[config.mk]
export PLATFORM = sky130hd
export DESIGN_NAME = battery_voltage_monitor_top
export DESIGN_NICKNAME = d
export VERILOG_FILES = /design/src/rtl/bvm_pkg.sv /design/src/rtl/bvm_mul.sv /design/src/rtl/bvm_div.sv /design/src/rtl/bvm_hist.sv /design/src/rtl/battery_voltage_monitor_top.sv
export SDC_FILE = /design/constraint.sdc
export NUM_CORES = 2
export LEC_CHECK = 0
export ABC_CLOCK_PERIOD_IN_PS = 10100
export BUFFER_PORTS_ARGS = -buffer_cell sky130_fd_sc_hd__buf_2
export CAP_MARGIN = 20
export CORE_ASPECT_RATIO = 1.75
export CORE_MARGIN = 2
export CORE_UTILIZATION = 35
export CTS_CLUSTER_DIAMETER = 30
export CTS_CLUSTER_SIZE = 16
export DETAILED_ROUTE_END_ITERATION = 6
export SYNTH_ARGS = -nofsm -noshare
export SYNTH_HDL_FRONTEND = slang
export SYNTH_HIERARCHICAL = 1
export SYNTH_SLANG_ARGS = --single-unit
[constraint.sdc]
create_clock -name i_clk -period 10.1 [get_ports i_clk]
set_clock_uncertainty 0.05 [all_clocks]
set_input_delay 1.515 -clock i_clk [delete_from_list [all_inputs] [get_ports i_clk]]
set_output_delay 1.515 -clock i_clk [all_outputs]
set_load 0.02 [all_outputs]
[src/rtl/bvm_pkg.sv]
// shared types and constants of the battery voltage monitor
`timescale 1ns / 1ps

package bvm_pkg;

    // field widths
    localparam int SAMPLE_W   = 12;
    localparam int MV_W       = 14;
    localparam int PCT_W      = 7;
    localparam int GAIN_W     = 16;
    localparam int OFS_W      = 12;
    localparam int WEIGHT_W   = 16;
    localparam int RISE_W     = 10;
    localparam int VAL_W      = 30;          // filter value, Q14.16
    localparam int CFG_ADDR_W = 3;
    localparam int CFG_DATA_W = 16;
    localparam int S_TDATA_W  = 16;
    localparam int M_TDATA_W  = 40;

    // shared multiplier operand and product widths
    localparam int MUL_A_W = 30;
    localparam int MUL_B_W = 17;
    localparam int MUL_P_W = MUL_A_W + MUL_B_W;

    // divider widths
    localparam int NUM_W  = 22;
    localparam int DEN_W  = 15;
    localparam int QUOT_W = 7;

    // configuration register indexes
    localparam logic [CFG_ADDR_W-1:0] CFG_SCALE_GAIN   = 3'd0;
    localparam logic [CFG_ADDR_W-1:0] CFG_OFFSET_MV    = 3'd1;
    localparam logic [CFG_ADDR_W-1:0] CFG_FULL_MV      = 3'd2;
    localparam logic [CFG_ADDR_W-1:0] CFG_CUTOFF_MV    = 3'd3;
    localparam logic [CFG_ADDR_W-1:0] CFG_SMOOTHING    = 3'd4;
    localparam logic [CFG_ADDR_W-1:0] CFG_RISE_MV      = 3'd5;
    localparam logic [CFG_ADDR_W-1:0] CFG_PREVIEW_MODE = 3'd6;

    // configuration reset values
    localparam logic [GAIN_W-1:0]   RST_SCALE_GAIN = 16'd8192;
    localparam logic [OFS_W-1:0]    RST_OFFSET_MV  = 12'd0;
    localparam logic [MV_W-1:0]     RST_FULL_MV    = 14'd4200;
    localparam logic [MV_W-1:0]     RST_CUTOFF_MV  = 14'd3300;
    localparam logic [WEIGHT_W-1:0] RST_SMOOTHING  = 16'd3277;
    localparam logic [RISE_W-1:0]   RST_RISE_MV    = 10'd30;

    // arithmetic constants
    localparam logic [MV_W-1:0]  MV_MAX     = 14'd16383;
    localparam logic [MV_W-1:0]  MV_FLOOR   = 14'd1000;
    localparam logic [PCT_W-1:0] PCT_FULL   = 7'd100;
    localparam logic [PCT_W-1:0] PCT_EMPTY  = 7'd0;
    localparam logic [MUL_B_W-1:0] K_WIN_MID = 17'd50;
    localparam logic [MUL_B_W-1:0] K_WIN_LO  = 17'd49;
    localparam logic [MUL_B_W-1:0] K_PCT     = 17'd200;
    localparam logic [MUL_B_W-1:0] K_ONE_Q16 = 17'h10000;

    // history unit status back to the sequencer
    typedef struct packed {
        logic done;
        logic charging;
    } t_hist_res;

endpackage

[src/rtl/bvm_mul.sv]
// shared registered multiplier of the battery voltage monitor
`timescale 1ns / 1ps

module bvm_mul (
    input  logic                         i_clk,
    input  logic [bvm_pkg::MUL_A_W-1:0]  i_a,
    input  logic [bvm_pkg::MUL_B_W-1:0]  i_b,
    output logic [bvm_pkg::MUL_P_W-1:0]  o_p
);
    import bvm_pkg::*;

    logic [MUL_P_W-1:0] r_p;

    // product is registered and ready in the cycle after the operands
    always_ff @(posedge i_clk) begin
        r_p <= MUL_P_W'(i_a) * MUL_P_W'(i_b);
    end

    assign o_p = r_p;

endmodule

[src/rtl/bvm_div.sv]
// restoring divider for the percent quotient, one quotient bit per cycle
`timescale 1ns / 1ps

module bvm_div (
    input  logic                        i_clk,
    input  logic                        i_rst_n,
    input  logic                        i_start,
    input  logic [bvm_pkg::NUM_W-1:0]   i_num,
    input  logic [bvm_pkg::DEN_W-1:0]   i_den,
    output logic                        o_done,
    output logic [bvm_pkg::QUOT_W-1:0]  o_quot
);
    import bvm_pkg::*;

    localparam logic [2:0] LAST_STEP = 3'(QUOT_W - 1);

    logic              r_busy;
    logic              r_done;
    logic [2:0]        r_cnt;
    logic [NUM_W-1:0]  r_rem;
    logic [NUM_W-1:0]  r_dsh;
    logic [QUOT_W-1:0] r_q;
    logic              w_fit;

    assign w_fit = (r_rem >= r_dsh);

    // control
    always_ff @(posedge i_clk) begin
        if (!i_rst_n) begin
            r_busy <= 1'b0;
            r_done <= 1'b0;
            r_cnt  <= '0;
        end else begin
            r_done <= 1'b0;
            if (i_start) begin
                r_busy <= 1'b1;
                r_cnt  <= '0;
            end else if (r_busy) begin
                r_cnt <= r_cnt + 3'd1;
                if (r_cnt == LAST_STEP) begin
                    r_busy <= 1'b0;
                    r_done <= 1'b1;
                end
            end
        end
    end

    // remainder, shifted divisor and quotient
    always_ff @(posedge i_clk) begin
        if (i_start) begin
            r_rem <= i_num;
            r_dsh <= NUM_W'({i_den, {(QUOT_W-1){1'b0}}});
            r_q   <= '0;
        end else if (r_busy) begin
            if (w_fit) begin
                r_rem <= r_rem - r_dsh;
            end
            r_q   <= {r_q[QUOT_W-2:0], w_fit};
            r_dsh <= r_dsh >> 1;
        end
    end

    assign o_done = r_done;
    assign o_quot = r_q;

endmodule

[src/rtl/bvm_hist.sv]
// raw voltage history ring and rise check for charging detection
`timescale 1ns / 1ps

module bvm_hist #(
    parameter int DEPTH = 12
) (
    input  logic                        i_clk,
    input  logic                        i_rst_n,
    input  logic                        i_start,
    input  logic [bvm_pkg::MV_W-1:0]    i_raw,
    input  logic [bvm_pkg::RISE_W-1:0]  i_rise,
    output bvm_pkg::t_hist_res          o_res
);
    import bvm_pkg::*;

    localparam int AW = $clog2(DEPTH);
    localparam int FW = $clog2(DEPTH + 1);
    localparam int SUM_W = MV_W + 2;

    localparam logic [2:0] STEP_WRITE = 3'd5;
    localparam logic [2:0] STEP_LAST  = 3'd6;

    logic [MV_W-1:0]  r_mem [DEPTH];
    logic [MV_W-1:0]  r_rd;
    logic [MV_W-1:0]  r_raw;
    logic [AW-1:0]    r_head;
    logic [FW-1:0]    r_fill;
    logic [2:0]       r_step;
    logic             r_busy;
    logic             r_done;
    logic             r_chg;
    logic [SUM_W-1:0] r_nsum;
    logic [SUM_W-1:0] r_osum;
    logic [AW-1:0]    w_addr;
    logic [SUM_W-1:0] w_diff;
    logic [RISE_W+1:0] w_thr;

    function automatic logic [AW-1:0] f_fwd(input logic [AW-1:0] h, input logic [AW:0] k);
        logic [AW+1:0] s;
        s = {2'b00, h} + {1'b0, k};
        if (s >= (AW+2)'(DEPTH)) begin
            s = s - (AW+2)'(DEPTH);
        end
        return s[AW-1:0];
    endfunction

    function automatic logic [AW-1:0] f_back(input logic [AW-1:0] h, input logic [AW:0] k);
        logic [AW+1:0] s;
        if ({1'b0, h} >= k) begin
            s = {2'b00, h} - {1'b0, k};
        end else begin
            s = {2'b00, h} + (AW+2)'(DEPTH) - {1'b0, k};
        end
        return s[AW-1:0];
    endfunction

    // read order: two newest before this one, then the three oldest
    always_comb begin
        case (r_step)
            3'd0:    w_addr = f_back(r_head, (AW+1)'(1));
            3'd1:    w_addr = f_back(r_head, (AW+1)'(2));
            3'd2:    w_addr = f_fwd(r_head, (AW+1)'(1));
            3'd3:    w_addr = f_fwd(r_head, (AW+1)'(2));
            3'd4:    w_addr = f_fwd(r_head, (AW+1)'(3));
            default: w_addr = r_head;
        endcase
    end

    // history memory, registered read
    always_ff @(posedge i_clk) begin
        r_rd <= r_mem[w_addr];
        if (r_busy && r_step == STEP_WRITE) begin
            r_mem[r_head] <= r_raw;
        end
    end

    // control: step counter, ring head and fill count
    always_ff @(posedge i_clk) begin
        if (!i_rst_n) begin
            r_busy <= 1'b0;
            r_done <= 1'b0;
            r_step <= '0;
            r_head <= '0;
            r_fill <= '0;
        end else begin
            r_done <= 1'b0;
            if (i_start) begin
                r_busy <= 1'b1;
                r_step <= '0;
            end else if (r_busy) begin
                r_step <= r_step + 3'd1;
                if (r_step == STEP_WRITE) begin
                    r_head <= (r_head == AW'(DEPTH - 1)) ? '0 : r_head + 1'b1;
                    if (r_fill != FW'(DEPTH)) begin
                        r_fill <= r_fill + 1'b1;
                    end
                end
                if (r_step == STEP_LAST) begin
                    r_busy <= 1'b0;
                    r_done <= 1'b1;
                end
            end
        end
    end

    assign w_diff = r_nsum - r_osum;
    assign w_thr  = {1'b0, i_rise, 1'b0} + {2'b00, i_rise};

    // sums of the newest and oldest three, verdict at the last step
    always_ff @(posedge i_clk) begin
        if (i_start) begin
            r_raw  <= i_raw;
            r_nsum <= SUM_W'(i_raw);
            r_osum <= '0;
        end else if (r_busy) begin
            if (r_step == 3'd1 || r_step == 3'd2) begin
                r_nsum <= r_nsum + SUM_W'(r_rd);
            end else if (r_step == 3'd3 || r_step == 3'd4 || r_step == STEP_WRITE) begin
                r_osum <= r_osum + SUM_W'(r_rd);
            end
            if (r_step == STEP_LAST) begin
                if (r_fill != FW'(DEPTH)) begin
                    r_chg <= 1'b1;
                end else begin
                    r_chg <= (r_nsum > r_osum) && (w_diff > SUM_W'(w_thr));
                end
            end
        end
    end

    assign o_res.done     = r_done;
    assign o_res.charging = r_chg;

endmodule

[src/rtl/battery_voltage_monitor_top.sv]
// top level of the battery voltage monitor: sequencer, filters and result register
`timescale 1ns / 1ps

// Battery voltage monitor. Each input word carries one ADC sample in millivolts; the
// block scales it by the Q4.12 gain, adds the offset and saturates to 0..16383 mV,
// runs two exponential filters (the second one skips a single sample outside +/-2
// percent), checks a raw history of HISTORY_DEPTH samples for a charging rise and
// counts LOW_COUNT low samples toward a sleep request. One result word comes out per
// sample. All products go through one shared registered 30x17 multiplier under a
// small sequencer, the history sits in a single-port memory read one entry a cycle,
// and the percent quotient comes from a one-bit-per-cycle divider, which is run only
// when the percent needs it. The first sample after reset skips the filter steps.
// The input is not ready while a sample is in work; a finished result waits in the
// output register while the next sample is accepted. Configuration writes are taken
// at any time and are meant to happen while the block is idle.

module battery_voltage_monitor_top #(
    parameter int HISTORY_DEPTH = 12,
    parameter int LOW_COUNT     = 6
) (
    input  logic                             i_clk,
    input  logic                             i_rst_n,
    // input word: sample_mv[11:0]
    input  logic                             s_axis_tvalid,
    output logic                             s_axis_tready,
    input  logic [bvm_pkg::S_TDATA_W-1:0]    s_axis_tdata,
    // result word: battery_mv[13:0], percent[20:14], raw_scaled_mv[34:21],
    // sleep_request[35], charging[36]
    output logic                             m_axis_tvalid,
    input  logic                             m_axis_tready,
    output logic [bvm_pkg::M_TDATA_W-1:0]    m_axis_tdata,
    // configuration write port
    input  logic                             i_cfg_we,
    input  logic [bvm_pkg::CFG_ADDR_W-1:0]   i_cfg_addr,
    input  logic [bvm_pkg::CFG_DATA_W-1:0]   i_cfg_wdata
);
    import bvm_pkg::*;

    typedef enum logic [15:0] {
        ST_IDLE  = 16'b0000_0000_0000_0001,
        ST_SCALE = 16'b0000_0000_0000_0010,
        ST_RAW   = 16'b0000_0000_0000_0100,
        ST_R50   = 16'b0000_0000_0000_1000,
        ST_G49   = 16'b0000_0000_0001_0000,
        ST_SOLD  = 16'b0000_0000_0010_0000,
        ST_SNEW  = 16'b0000_0000_0100_0000,
        ST_SUPD  = 16'b0000_0000_1000_0000,
        ST_GNEW  = 16'b0000_0001_0000_0000,
        ST_GUPD  = 16'b0000_0010_0000_0000,
        ST_HIST  = 16'b0000_0100_0000_0000,
        ST_HWAIT = 16'b0000_1000_0000_0000,
        ST_EVAL  = 16'b0001_0000_0000_0000,
        ST_DIVS  = 16'b0010_0000_0000_0000,
        ST_DIVW  = 16'b0100_0000_0000_0000,
        ST_DONE  = 16'b1000_0000_0000_0000
    } t_state;

    localparam int ACC_W = 48;

    t_state r_state;
    t_state n_state;

    // configuration registers
    logic [GAIN_W-1:0]   r_gain;
    logic [OFS_W-1:0]    r_offset;
    logic [MV_W-1:0]     r_full;
    logic [MV_W-1:0]     r_cutoff;
    logic [WEIGHT_W-1:0] r_weight;
    logic [RISE_W-1:0]   r_rise;
    logic                r_preview;

    // filter and sequencing state
    logic [VAL_W-1:0]    r_smooth;
    logic [VAL_W-1:0]    r_glitch;
    logic                r_first;
    logic                r_gseen;
    logic [2:0]          r_lowcnt;

    // per-sample working registers
    logic [SAMPLE_W-1:0] r_sample;
    logic [MV_W-1:0]     r_raw;
    logic [19:0]         r_r50;
    logic                r_inside;
    logic [MUL_P_W-1:0]  r_acc;
    logic [MV_W-1:0]     r_v;
    logic                r_chg;
    logic                r_sleep;
    logic [MV_W-1:0]     r_batt;
    logic [PCT_W-1:0]    r_pct;

    // output register
    logic                 r_m_valid;
    logic [M_TDATA_W-1:0] r_m_data;

    // unit connections
    logic [MUL_A_W-1:0] w_mul_a;
    logic [MUL_B_W-1:0] w_mul_b;
    logic [MUL_P_W-1:0] w_prod;
    t_hist_res          w_hist;
    logic               w_div_done;
    logic [QUOT_W-1:0]  w_quot;
    logic [NUM_W-1:0]   w_div_num;
    logic [DEN_W-1:0]   w_div_den;

    // datapath helpers
    logic [28:0]      w_rnd;
    logic [17:0]      w_sum;
    logic [MV_W-1:0]  w_raw;
    logic [35:0]      w_r50_q;
    logic [35:0]      w_g49;
    logic [35:0]      w_g51;
    logic [ACC_W-1:0] w_filt;
    logic [VAL_W-1:0] w_new;
    logic [VAL_W-1:0] w_sel;
    logic [VAL_W:0]   w_vrnd;
    logic [MV_W-1:0]  w_v;
    logic             w_low;
    logic [2:0]       w_cnt_dec;
    logic [MV_W-1:0]  w_span;
    logic             w_load_out;

    bvm_mul u_mul (
        .i_clk (i_clk),
        .i_a   (w_mul_a),
        .i_b   (w_mul_b),
        .o_p   (w_prod)
    );

    bvm_hist #(
        .DEPTH (HISTORY_DEPTH)
    ) u_hist (
        .i_clk   (i_clk),
        .i_rst_n (i_rst_n),
        .i_start (r_state == ST_HIST),
        .i_raw   (r_raw),
        .i_rise  (r_rise),
        .o_res   (w_hist)
    );

    bvm_div u_div (
        .i_clk   (i_clk),
        .i_rst_n (i_rst_n),
        .i_start (r_state == ST_DIVS),
        .i_num   (w_div_num),
        .i_den   (w_div_den),
        .o_done  (w_div_done),
        .o_quot  (w_quot)
    );

    // configuration writes
    always_ff @(posedge i_clk) begin
        if (!i_rst_n) begin
            r_gain    <= RST_SCALE_GAIN;
            r_offset  <= RST_OFFSET_MV;
            r_full    <= RST_FULL_MV;
            r_cutoff  <= RST_CUTOFF_MV;
            r_weight  <= RST_SMOOTHING;
            r_rise    <= RST_RISE_MV;
            r_preview <= 1'b0;
        end else if (i_cfg_we) begin
            unique case (i_cfg_addr)
                CFG_SCALE_GAIN:   r_gain    <= i_cfg_wdata[GAIN_W-1:0];
                CFG_OFFSET_MV:    r_offset  <= i_cfg_wdata[OFS_W-1:0];
                CFG_FULL_MV:      r_full    <= i_cfg_wdata[MV_W-1:0];
                CFG_CUTOFF_MV:    r_cutoff  <= i_cfg_wdata[MV_W-1:0];
                CFG_SMOOTHING:    r_weight  <= i_cfg_wdata[WEIGHT_W-1:0];
                CFG_RISE_MV:      r_rise    <= i_cfg_wdata[RISE_W-1:0];
                CFG_PREVIEW_MODE: r_preview <= i_cfg_wdata[0];
                default: ;
            endcase
        end
    end

    // multiplier operand select
    always_comb begin
        w_mul_a = '0;
        w_mul_b = '0;
        case (r_state)
            ST_SCALE: begin
                w_mul_a = MUL_A_W'(r_gain);
                w_mul_b = MUL_B_W'(r_sample);
            end
            ST_R50: begin
                w_mul_a = MUL_A_W'(r_raw);
                w_mul_b = K_WIN_MID;
            end
            ST_G49: begin
                w_mul_a = r_glitch;
                w_mul_b = K_WIN_LO;
            end
            ST_SOLD: begin
                w_mul_a = r_smooth;
                w_mul_b = K_ONE_Q16 - {1'b0, r_weight};
            end
            ST_SNEW, ST_GNEW: begin
                w_mul_a = MUL_A_W'(r_raw);
                w_mul_b = {1'b0, r_weight};
            end
            ST_SUPD: begin
                w_mul_a = r_glitch;
                w_mul_b = K_ONE_Q16 - {1'b0, r_weight};
            end
            ST_EVAL: begin
                w_mul_a = MUL_A_W'(r_v - r_cutoff);
                w_mul_b = K_PCT;
            end
            default: ;
        endcase
    end

    // scaling: round the Q4.12 product, add the offset, saturate
    assign w_rnd = {1'b0, w_prod[27:0]} + 29'd2048;
    assign w_sum = {2'b00, w_rnd[27:12]} + {{(18-OFS_W){r_offset[OFS_W-1]}}, r_offset};
    always_comb begin
        if (w_sum[17]) begin
            w_raw = '0;
        end else if (|w_sum[16:14]) begin
            w_raw = MV_MAX;
        end else begin
            w_raw = w_sum[MV_W-1:0];
        end
    end

    // glitch window: 49*g <= 50*raw*2^16 <= 51*g
    assign w_r50_q = {r_r50, 16'b0};
    assign w_g49   = w_prod[35:0];
    assign w_g51   = w_g49 + {5'b0, r_glitch, 1'b0};

    // filter update from the old-value product and the new-sample product
    assign w_filt = ACC_W'(r_acc) + {2'b00, w_prod[29:0], 16'b0} + ACC_W'(32768);
    assign w_new  = w_filt[45:16];

    // selected filter value rounded to millivolts
    assign w_sel  = r_preview ? r_glitch : r_smooth;
    assign w_vrnd = {1'b0, w_sel} + (VAL_W+1)'(32768);
    assign w_v    = w_vrnd[VAL_W] ? MV_MAX : w_vrnd[VAL_W-1:16];

    // low-voltage countdown and percent range
    assign w_low     = (r_v <= r_cutoff) && (r_v > MV_FLOOR);
    assign w_cnt_dec = r_lowcnt - 3'd1;
    assign w_span    = r_full - r_cutoff;
    assign w_div_num = w_prod[NUM_W-1:0] + NUM_W'(w_span);
    assign w_div_den = {w_span, 1'b0};

    assign w_load_out = (r_state == ST_DONE) && (!r_m_valid || m_axis_tready);

    // next state
    always_comb begin
        n_state = r_state;
        unique case (r_state)
            ST_IDLE:  if (s_axis_tvalid) n_state = ST_SCALE;
            ST_SCALE: n_state = ST_RAW;
            ST_RAW:   n_state = r_first ? ST_HIST : ST_R50;
            ST_R50:   n_state = ST_G49;
            ST_G49:   n_state = ST_SOLD;
            ST_SOLD:  n_state = ST_SNEW;
            ST_SNEW:  n_state = ST_SUPD;
            ST_SUPD:  n_state = ST_GNEW;
            ST_GNEW:  n_state = ST_GUPD;
            ST_GUPD:  n_state = ST_HIST;
            ST_HIST:  n_state = ST_HWAIT;
            ST_HWAIT: if (w_hist.done) n_state = ST_EVAL;
            ST_EVAL: begin
                if (r_v >= MV_FLOOR && r_full > r_cutoff && r_v > r_cutoff
                    && r_v < r_full) begin
                    n_state = ST_DIVS;
                end else begin
                    n_state = ST_DONE;
                end
            end
            ST_DIVS:  n_state = ST_DIVW;
            ST_DIVW:  if (w_div_done) n_state = ST_DONE;
            ST_DONE:  if (w_load_out) n_state = ST_IDLE;
            default:  n_state = ST_IDLE;
        endcase
    end

    // sequencer state, filters and per-sample registers
    always_ff @(posedge i_clk) begin
        if (!i_rst_n) begin
            r_state  <= ST_IDLE;
            r_first  <= 1'b1;
            r_gseen  <= 1'b0;
            r_lowcnt <= 3'(LOW_COUNT);
        end else begin
            r_state <= n_state;
            case (r_state)
                ST_IDLE: begin
                    r_sample <= s_axis_tdata[SAMPLE_W-1:0];
                end
                ST_RAW: begin
                    r_raw <= w_raw;
                    if (r_first) begin
                        r_smooth <= {r_full, 16'b0};
                        r_glitch <= {r_full, 16'b0};
                        r_first  <= 1'b0;
                    end
                end
                ST_G49: begin
                    r_r50 <= w_prod[19:0];
                end
                ST_SOLD: begin
                    r_inside <= (w_r50_q >= w_g49) && (w_r50_q <= w_g51);
                end
                ST_SNEW: begin
                    r_acc <= w_prod;
                end
                ST_SUPD: begin
                    r_smooth <= w_new;
                end
                ST_GNEW: begin
                    r_acc <= w_prod;
                end
                ST_GUPD: begin
                    if (r_inside || r_gseen) begin
                        r_glitch <= w_new;
                        r_gseen  <= 1'b0;
                    end else begin
                        r_gseen <= 1'b1;
                    end
                end
                ST_HWAIT: begin
                    r_v   <= w_v;
                    r_chg <= w_hist.charging;
                end
                ST_EVAL: begin
                    // sleep countdown
                    r_sleep <= 1'b0;
                    if (w_low) begin
                        if (w_cnt_dec == 3'd0) begin
                            r_sleep  <= !(r_preview && r_chg);
                            r_lowcnt <= 3'(LOW_COUNT);
                        end else begin
                            r_lowcnt <= w_cnt_dec;
                        end
                    end else begin
                        r_lowcnt <= 3'(LOW_COUNT);
                    end
                    // battery and percent outside the linear range
                    if (r_v < MV_FLOOR) begin
                        r_batt <= '0;
                        r_pct  <= PCT_FULL;
                    end else begin
                        r_batt <= r_v;
                        if (r_full <= r_cutoff) begin
                            r_pct <= (r_v > r_cutoff) ? PCT_FULL : PCT_EMPTY;
                        end else if (r_v <= r_cutoff) begin
                            r_pct <= PCT_EMPTY;
                        end else begin
                            r_pct <= PCT_FULL;
                        end
                    end
                end
                ST_DIVW: begin
                    if (w_div_done) begin
                        r_pct <= (w_quot > PCT_FULL) ? PCT_FULL : w_quot;
                    end
                end
                default: ;
            endcase
        end
    end

    // output register
    always_ff @(posedge i_clk) begin
        if (!i_rst_n) begin
            r_m_valid <= 1'b0;
        end else if (w_load_out) begin
            r_m_valid <= 1'b1;
        end else if (m_axis_tready) begin
            r_m_valid <= 1'b0;
        end
    end

    always_ff @(posedge i_clk) begin
        if (w_load_out) begin
            r_m_data <= {3'b000, r_chg, r_sleep, r_raw, r_pct, r_batt};
        end
    end

    assign s_axis_tready = (r_state == ST_IDLE);
    assign m_axis_tvalid = r_m_valid;
    assign m_axis_tdata  = r_m_data;

endmodule
Word-level counts from Yosys, hierarchy flattened
Memories as Yosys holds them, arrays and structs flattened. A register that Yosys moved wholly into a read port is not among the register bits.
Index checks and enable logic that the tools add are counted.
{"block": "word_totals", "regBits": 493, "mem_bits_rw": 168, "inputBits": 40, "out_inout_bits": 42, "memories": 1}
{"block": "classes", "add_sub_neg": 31, "multipliers": 1, "order_cmp": 19, "eq_ne": 37, "mux": 52, "bitwise": 5, "reduce_logical": 62}
{"memory": "u_hist.r_mem", "depth": 12, "width": 14, "rd": 1, "rd_ports_with_merged_regs": 1, "write_ports": 1, "line_no": "bvm_hist.sv:23", "source": "logic [MV_W-1:0] r_mem [DEPTH];"}
{"op": "one-hot mux 16 bit (16 select lines)", "count": 1}
{"op": "one-hot mux 30 bit (5 select lines)", "count": 1}
{"op": "one-hot mux 30 bit (2 select lines)", "count": 2}
{"op": "one-hot mux 17 bit (6 select lines)", "count": 1}
{"op": "two-way mux 30 bit", "count": 3}
{"op": "two-way mux 16 bit", "count": 5}
{"op": "two-way mux 22 bit", "count": 3}
{"op": "two-way mux 14 bit", "count": 4}
{"op": "adder 46 x 16 -> 46 bit (second input constant)", "count": 1}
{"op": "adder 46 bit", "count": 1}
{"op": "multiplier 30 x 17 -> 46 bit", "count": 1}
{"op": "two-way mux 21 bit", "count": 2}
{"op": "two-way mux 7 bit", "count": 6}
{"op": "adder 36 x 31 -> 36 bit", "count": 1}
{"op": "greater-or-equal comparator 36 bit", "count": 1}
{"op": "less-or-equal comparator 36 bit", "count": 1}
{"op": "AND reduction 2 bit", "count": 18}
{"op": "adder 16 x 14 -> 16 bit", "count": 2}
{"op": "adder 30 x 16 -> 31 bit (second input constant)", "count": 1}
{"op": "adder 28 x 12 -> 28 bit (second input constant)", "count": 1}
{"op": "> comparator 14 bit", "count": 2}
{"op": "less-or-equal comparator 14 bit", "count": 2}
{"op": "two-way mux 4 bit", "count": 6}
{"op": "adder 22 x 14 -> 22 bit", "count": 1}
{"op": "other kinds (65)", "count": 140}

Depth between registers and ports, before layout
{"block": "logic_depth", "ltp_word": 6, "mapped_depth": 37}

Cells and area by module
Netlist, hierarchy kept.
{"module": "battery_voltage_monitor_top", "n_inst": 1, "cells_each": 2118, "area_each_um2": 19872.8}
{"module": "bvm_mul", "n_inst": 1, "cells_each": 1992, "area_each_um2": 17392.9}
{"module": "bvm_hist", "n_inst": 1, "cells_each": 1154, "area_each_um2": 12766.0}
{"module": "bvm_div", "n_inst": 1, "cells_each": 386, "area_each_um2": 3548.4}

Least setup slack after synthesis
No wires, ideal clock.
{"block": "synth_path", "kind": "reg-to-reg", "start": "register r_v[0]", "end": "register, netlist name u_mul/o_p[46]", "setup_time_ps": 120, "arrival_ps": 8457, "required_ps": 9930, "setup_slack_ps": 1472, "path_stages_with_launch": 38, "path_buffers": 4, "period_less_slack_ps": 8628, "cell_sequence": "edfxtp_1 inv_1 ha_1 inv_1 fa_1 a21o_1 a21oi_1 o21bai_1 a21oi_1 o21bai_1 a211oi_1 o21bai_1 a211oi_2 buf_2 a221o_1 clkbuf_1 clkbuf_1 nand2_1 (+2 left out) fa_1 inv_1 fa_1 inv_1 fa_1 fa_1 inv_1 fa_1 inv_1 ha_1 clkbuf_1 a31oi_1 o21ai_1 a2111oi_0 o21bai_1 a32o_1 a41oi_2 xnor2_1"}
{"element": "start, declared", "line_no": "battery_voltage_monitor_top.sv:85", "source": "logic [MV_W-1:0] r_v;"}
{"element": "start signal, assigned", "line_no": "battery_voltage_monitor_top.sv:323", "source": "r_v <= w_v;"}

Worst setup path after layout
{"block": "layout_path", "start": "register r_v[0]", "end": "register u_mul.r_p[42], in the netlist u_mul/o_p[42]"}
{"block": "layout_via", "elab_chain_cells": 3}
{"element": "subtractor 14 x 14 -> 15 bit", "line_no": "battery_voltage_monitor_top.sv:204", "source": "w_mul_a = MUL_A_W'(r_v - r_cutoff);"}
{"element": "one-hot mux 30 bit (5 select lines)", "line_no": "battery_voltage_monitor_top.sv:178", "source": "case (r_state)"}
{"element": "named net w_mul_a[20]", "line_no": "battery_voltage_monitor_top.sv:96", "source": "logic [MUL_A_W-1:0] w_mul_a;"}
{"element": "multiplier 30 x 17 -> 46 bit", "line_no": "bvm_mul.sv:16", "source": "r_p <= MUL_P_W'(i_a) * MUL_P_W'(i_b);"}
{"element": "end signal, assigned", "line_no": "bvm_mul.sv:16"}
{"element": "end, declared", "line_no": "bvm_mul.sv:12", "source": "logic [MUL_P_W-1:0] r_p;"}
The timed path passes the listed nets, and every way through them passes these cells.
A chain may end at the register's enable or synchronous reset.

==> flow_summary.ini <==
[setup_path]
slowest_delay_ps = 650
cp-start-kind = flop
path_class = reg2reg
setup.worst_path.start = r_v[0]
regToRegStartpoint = r_v[0]
cp_common_cell = fa_1
worstPathArrival_ps = 10180
endpoint_kind = flop
slowest_stage = a221o_1
cp.required_ps = 10710
ff2ff_setup_slack_ps = 530
path_max_fanout = 16

[power_and_ir_drop]
p_sw_mw = 1.76
leakagePower_nw = 25.7
power.clock.fraction_pct = 50.6
switching_share_pct = 26.3
seqPwrFrac_pct = 43.5
total_power_mw = 6.68
comb_power_share_pct = 5.8
vdd_drop_max_v = 0.000126
p_int_mw = 4.93
p_per_area_nw_per_um2 = 111

[outcome]
violations = design-rule violations
status = complete, but fails checks

[placement]
io_buffer_count = 74
gp_congestion = 0.980
dpl.hpwl_um = 133000

[grt]
grtUsageTotal_pct = 21.7
grt_overflow = 0
grt_first_pass_wirelength_um = 256000
grt_max_degree = 85
first_global_vias = 43189
antenna_found_initial = 11

[drt]
drc = 1
drt-total-wl_um = 170000
drt_iter0_drc = 2781
detail_route.first_pass.iterations = 7
postRouteAntennaNets = 0
wire_per_inst_um = 21.8
num_vias = 41624
viasPerCell = 5.33

[clocking]
cts_tree = done
numCtsBuffers = 95
cts_buffer_depth = 3
clk_latency_ps = 720
cts.sinks = 660
post_cts_buffers = 0
clk_pin_slew_ps = 70
ctsHtreeMaxLevel = 3
postCtsHoldBufs = 0
cts_resized = 0
ctsRootBufferMaster = clkbuf_16

[synth]
synth_warnings = 6
synth_area_um2 = 53500
synth_cells = 5638
avgSynthCellArea_um2 = 9.49

[final_layout]
final_nets = 6603
fillers = 14834
drive_above_1_share_pct = 8.27
synthToLayoutAreaGrowth_pct = 12.1
final_util_pct = 39.6

[timing]
slew_violations = 0
hold_viol_final = 0
worstMarginPinSlew_ps = 1180
finalSetupTns_ps = 0
fmaxAchievable_mhz = 104
finalCritPeriodShare_pct = 94.8
slew_headroom_pct = 20.9
hold_ws_ps = 355
setup_viol_count_final = 0
fin_crit_ps = 9570
rsz0062_at_grt = false

[die]
coreArea_um2 = 152000
floorplan.initialDensity_pct = 35.3
fp.dieArea_um2 = 156000
chipHeight_um = 521
io_pins = 82
rows = 189
die_width_um = 299

[run]
cap_viol_max_count = 0

[hold_path]
hp-start = u_mul/o_p[45]
hold_path_class = reg2reg
==> final timing paths <==
| kind | endpoint | cells past startpoint |
|---|---|---|
| worst max-delay path | u_mul/o_p[42] | 35 |
| worst min register to register | r_acc[45] | 0 |
| worst min-delay path | r_acc[45] | 0 |
| worst max register to register | u_mul/o_p[42] | 35 |
==> power groups by stage <==
stage,clock [mW],sequential (mW),combinational (mW)
after floorplan,0,2.95,0.248
after global placement,0,2.97,0.379
after detailed placement,0,2.97,0.386
after CTS,3.44,2.91,0.389
after global routing,3.55,2.91,0.426
final,3.38,2.91,0.390
==> critical path: cells and delay by family, from the launching register on <==
kind,cells,cell delay (ps)
flip-flops,1,430
XOR/XNOR,1,130
AO/OA/AOI/OAI,16,3810
AND/OR/NAND/NOR,1,160
buffers and inverters,8,970
adder cells (fa/ha/maj),9,3980
==> layout make-up <==
type	instances	area [um^2]	share of cell area, %
multi-input cells	4053	32300	54.0
flip-flops and latches	660	17700	29.5
inverters	698	2620	4.37
clock buffers	109	2540	4.24
well taps	2005	2510	4.18
repair buffers	212	1460	2.44
clock inverters	70	776	1.29
diodes	9	22.5	0.0376
==> registers in the layout (all words and copies together), names as in the netlist, 16 cells and up <==
signal / count
r_gain: 16
u_div/r_dsh: 21
r_glitch: 30
u_hist/r_mem: 168
u_mul/o_p: 46
u_hist/r_osum: 16
r_acc: 31
r_smooth: 30
u_hist/r_nsum: 16
r_state: 16
r_r50: 20
m_axis_tdata: 37
r_weight: 16
u_div/r_rem: 22
==> layout by cell type (no fill, tap or decap), drive strengths merged, types with 57 or more instances in the layout <==
cell    instances
a21oi         297
and2          265
buf           212
nand3          91
nor2          254
fa            430
dfxtp         214
a211oi         63
edfxtp        446
o21ai         218
xor2           91
nor2b          57
xnor2         151
inv           736
ha            413
nand2         879
clkbuf        109
nor3           64
a21o           82
==> metrics by stage <==
step                std cells  cell area (um^2)  setup WS [ps]
global placement         7626             56600            532
CTS                      7805             59900            513
global route             7808             59900           55.3
floorplan                5641             53500           1540
finish                   7816             60000            526
detailed placement       7626             56600            515
==> routing by layer <==
metal  vias up  part of all wire [%]  GRT usage, %
met3       524                   4.8          3.11
met1     20558                    34          21.6
met5         -                 0.023             0
met4         6                   8.9          17.0
met2      1292                    52          40.0
li1      19244                     -             -
(Power assumes the default switching activity.)
